`src/rtl/bts_pkg.sv`:
```
`timescale 1ns / 1ps
`default_nettype none

package bts_pkg;

  // Field widths
  localparam int COLOR_W    = 16;
  localparam int FRAC_W     = 16;
  localparam int COORD_W    = 24;
  localparam int POS_W      = 8;
  localparam int DIM_W      = 9;
  localparam int ADDR_W     = 2 * POS_W;
  localparam int ACC_W      = COLOR_W + FRAC_W;
  localparam int CNT_W      = 4;
  localparam int IN_DATA_W  = 120;
  localparam int OUT_DATA_W = 3 * COLOR_W;

  localparam logic [DIM_W-1:0]   MAX_DIM   = 9'd256;
  localparam logic [COLOR_W-1:0] COLOR_ONE = 16'h0100;

  // Sequencer step limits
  localparam logic [CNT_W-1:0] READ_LAST  = 4'd4;
  localparam logic [CNT_W-1:0] BLEND_LAST = 4'd9;

  // One texel, red in the low bits
  typedef struct packed {
    logic [COLOR_W-1:0] blue;
    logic [COLOR_W-1:0] green;
    logic [COLOR_W-1:0] red;
  } texel_t;

  typedef enum logic [1:0] {
    ST_SAMPLE_OK  = 2'd0,
    ST_WR_DONE    = 2'd1,
    ST_WR_IGNORED = 2'd2,
    ST_EMPTY      = 2'd3
  } status_t;

  typedef enum logic {
    OP_WRITE  = 1'b0,
    OP_SAMPLE = 1'b1
  } op_t;

  typedef enum logic {
    FILT_POINT    = 1'b0,
    FILT_BILINEAR = 1'b1
  } filter_t;

  typedef enum logic {
    CFG_WIDTH  = 1'b0,
    CFG_HEIGHT = 1'b1
  } cfg_idx_t;

  typedef enum logic [2:0] {
    S_IDLE,
    S_WRITE,
    S_SCALE_X,
    S_SCALE_Y,
    S_LATCH_Y,
    S_READ,
    S_BLEND,
    S_DONE
  } state_t;

endpackage

`default_nettype wire

```
`src/rtl/bts_mac.sv`:
```
`timescale 1ns / 1ps
`default_nettype none

// Shared multiply-add: acc = (a << FRAC_W) + w * (b - a) + optional half LSB.
// With a = 0 it gives the plain product w * b.
module bts_mac import bts_pkg::*; (
  input  logic               clk,
  input  logic [COLOR_W-1:0] op_a,
  input  logic [COLOR_W-1:0] op_b,
  input  logic [FRAC_W-1:0]  op_w,
  input  logic               rnd,
  output logic [ACC_W-1:0]   acc_r
);

  localparam int SUM_W = ACC_W + 2;

  logic signed [COLOR_W:0]  diff;
  logic signed [SUM_W-1:0]  prod;
  logic signed [SUM_W-1:0]  base;
  logic signed [SUM_W-1:0]  half;
  logic signed [SUM_W-1:0]  sum;
  logic [ACC_W-1:0]         acc_nxt;

  assign diff = $signed({1'b0, op_b}) - $signed({1'b0, op_a});
  assign prod = SUM_W'($signed({1'b0, op_w})) * SUM_W'(diff);
  assign base = $signed({2'b00, op_a, {FRAC_W{1'b0}}});
  assign half = $signed({{(SUM_W-FRAC_W){1'b0}}, rnd, {(FRAC_W-1){1'b0}}});

  // result is a convex blend, never negative and below 2^ACC_W
  assign sum     = base + prod + half;
  assign acc_nxt = sum[ACC_W-1:0];

  always_ff @(posedge clk) begin
    acc_r <= acc_nxt;
  end

endmodule

`default_nettype wire

```
`config.mk`:
```
export PLATFORM = sky130hd
export DESIGN_NAME = bts_mac
export DESIGN_NICKNAME = d
export VERILOG_FILES = /design/src/rtl/bts_pkg.sv /design/src/rtl/bts_mac.sv
export SDC_FILE = /design/constraint.sdc
export NUM_CORES = 1
export LEC_CHECK = 0
export BUFFER_PORTS_ARGS = -buffer_cell sky130_fd_sc_hd__buf_2
export CORE_MARGIN = 1.5
export CORE_UTILIZATION = 50
export DETAILED_ROUTE_END_ITERATION = 12
export PLACE_DENSITY_LB_ADDON = 0.12
export SETUP_SLACK_MARGIN = 0.05
export SLEW_MARGIN = 10
export SYNTH_ARGS = -nofsm -noshare
export SYNTH_HDL_FRONTEND = slang
export SYNTH_SLANG_ARGS = --single-unit
```
`constraint.sdc`:
```
create_clock -name clk -period 11.8 [get_ports clk]
set_input_delay 2.36 -clock clk [delete_from_list [all_inputs] [get_ports clk]]
set_output_delay 2.36 -clock clk [all_outputs]
set_load 0.05 [all_outputs]
```
==> flow_metrics.env <==
export IMPL_grt_pass1_vias=8668
export IMPL_min_period_ns=10.19
export IMPL_grt_overflow=0
export IMPL_yosys_area_top_type_share=0.4111
export IMPL_worst_slew_pin_slew_ns=0.9955
export IMPL_hp_start="op_w[0]"
export IMPL_synth_net_count=1646
export IMPL_syn_area_um2=11000
export IMPL_vias=8102
export IMPL_cts_setup_buffers=0
export IMPL_path_clk_slew_ns=0.06
export IMPL_core_um2=21690
export IMPL_rsz0062_at_grt="no"
export IMPL_startpoint="op_b[0]"
export IMPL_drtIter0Drc=316
export IMPL_final_hold_violation_count=0
export IMPL_yosysMostFrequentCell="inv_1"
export IMPL_dieArea_um2=22910
export IMPL_initial_core_util=0.5074
export IMPL_drc=0
export IMPL_cts_resized=0
export IMPL_yosys_area_top_type="fa_1"
export IMPL_nFillCells=2016
export IMPL_ff_latch_area_um2=640.6
export IMPL_ios=82
export IMPL_grt_max_degree=18
export IMPL_hpwl_um=22250
export IMPL_setup_tns_ns=0
export IMPL_diodes=0
export IMPL_die_w_um=151.4
export IMPL_syn2layout_area_growth_pct=8.039
export IMPL_cpPeakStageDelay_ns=0.55
export IMPL_ant_nets=0
export IMPL_cts_root_buf="clkbuf_16"
export IMPL_ys_seq_area_frac=0.05821
export IMPL_antenna_found_initial=0
export IMPL_holdPathStages=2
export IMPL_cts_tree="done"
export IMPL_maxSlewViolCount=0
export IMPL_multi_input_area_um2=9094
export IMPL_status="finished clean"
export IMPL_cp_start_kind="input pin"
export IMPL_crit_arrival_ns=10.40
export IMPL_crit_fanout=16
export IMPL_gr_usage_met2=0.4686
export IMPL_fp_dieH_um=151.4
export IMPL_cpMostUsedCell="fa_1"
export IMPL_wl_um=26840
export IMPL_nNetsFinal=1711
export IMPL_path_class="in -> reg"
export IMPL_ys_types=47
export IMPL_grt_pass1_wl_um=44120
export IMPL_met3_usage=0.02018
export IMPL_max_slew_margin=0.3358
export IMPL_cap_violations=0
export IMPL_synthTopCellsByCount="inv_1 (304), fa_1 (226), ha_1 (141)"
export IMPL_drive_gt1_frac=0.09807
export IMPL_synthTopCellsByArea="fa_1 (41%), ha_1 (16%), inv_1 (10%)"
export IMPL_synth_edf_count=0
export IMPL_synth_main_ff_cell="dfxtp_1"
export IMPL_htree_levels=2
export IMPL_cpLargestDelayFamily="adder cells"
export IMPL_gr_max_usage_layer="met2"
export IMPL_top_register="acc_r"
export IMPL_cts_buffer_depth=2
export IMPL_crit_required_ns=12.02
export IMPL_largest_register_ffs=32
export IMPL_cts_sinks=32
export IMPL_hold_buffers=0
export IMPL_reg_largest_list="acc_r (32)"
export IMPL_grt_util_all_layers=0.2542
export IMPL_finalSetupViolations=0
export IMPL_grtUsageMet1=0.3220
export IMPL_syn_inst=1229
export IMPL_gp_congestion=0.8776
export IMPL_vias_per_cell=5.144
export IMPL_worst_path_buf_inv=6
export IMPL_avgSynthCellArea_um2=8.954
export IMPL_numCtsBuffers=5
export IMPL_wl_per_cell_um=17.04
export IMPL_drt_pre_antenna_iters=5
export IMPL_end_kind="register"
export IMPL_yosysWarningCount=0
export IMPL_min_to="acc_r[0]"
export IMPL_async_flop_share=0
export IMPL_finalCritPeriodShare=0.8631
export IMPL_synth_seq_cells=32
export IMPL_rows=54
export IMPL_fmaxAchievable_ghz=0.09818
export IMPL_crit_path_top_delay_cell="fa_1"
export IMPL_hp_class="in -> reg"
export IMPL_io_buffers=81
-- cells by family (layout without fill, tap and decap cells) --
family,after synthesis,after routing,share of synthesized area
adder cells (fa/ha/maj),367,367,0.5715
buffers and inverters,339,405,0.1175
AND/OR/NAND/NOR,338,338,0.1525
AO/OA/AOI/OAI,112,112,0.06777
XOR/XNOR,41,41,0.03263
flip-flops,32,32,0.05821
-- worst max path at each step --
stage | endpoint | slack, ns | cells past startpoint
finish | acc_r[31] | 1.61 | 31
global route | acc_r[31] | 1.16 | 31
CTS | acc_r[31] | 1.56 | 31
detailed placement | acc_r[31] | 1.32 | 31
global placement | acc_r[31] | 1.50 | 31
floorplan | acc_r[31] | 2.50 | 29
-- metal layers --
layer	vias up	share of wire	routed length [um]
met2	144	0.53	14310
met4	0	0.020	537
met5	-	0	0
met1	4111	0.42	11280
met3	27	0.026	708
li1	3820	-	-
-- per-stage QoR --
step / setup WS (ns) / instances / hold WS, ns / utilization / cell area, um^2
final: 1.615 / 1575 / 2.548 / 0.5482 / 11890
after global routing: 1.157 / 1575 / 2.547 / 0.5482 / 11890
after CTS: 1.561 / 1575 / 2.536 / 0.5482 / 11890
after detailed placement: 1.322 / 1567 / 2.828 / 0.5404 / 11720
after global placement: 1.498 / 1567 / 2.830 / 0.5404 / 11720
after floorplan: 2.503 / 1229 / 2.488 / - / 11000
-- final cells by class --
cell class,count,share of cell area
Sequential cell,32,0.05388
Inverter,304,0.09598
Tap cell,280,0.02947
Multi-Input combinational cell,858,0.7649
Clock inverter,3,0.003578
Timing Repair Buffer,93,0.04168
Clock buffer,5,0.01052
-- layout by cell type (no fill, tap or decap), types with 4 or more instances in the layout --
master     synthesis  layout
a211oi_1           4       4
a21o_1             9       9
a21oi_1           32      32
a31oi_1            5       5
and2_1            96      96
and2_4             5       5
and3_1             7       7
buf_2              4      81
buf_4              0      12
clkbuf_16          0       5
dfxtp_1           32      32
fa_1             226     226
ha_1             141     141
inv_1            304     304
nand2_1          137     137
nand2b_1           4       4
nand3_1           20      20
nor2_1            28      28
nor2b_1           18      18
nor3_1            11      11
o211ai_1           4       4
o21a_1             8       8
o21ai_0           23      23
o21bai_1           5       5
or2_2              7       7
xnor2_1           31      29
xor2_1            10       9
Power is left out: the tool's default activity adds up to more than one toggle a clock period on the data nets, which glitch-free logic cannot reach.
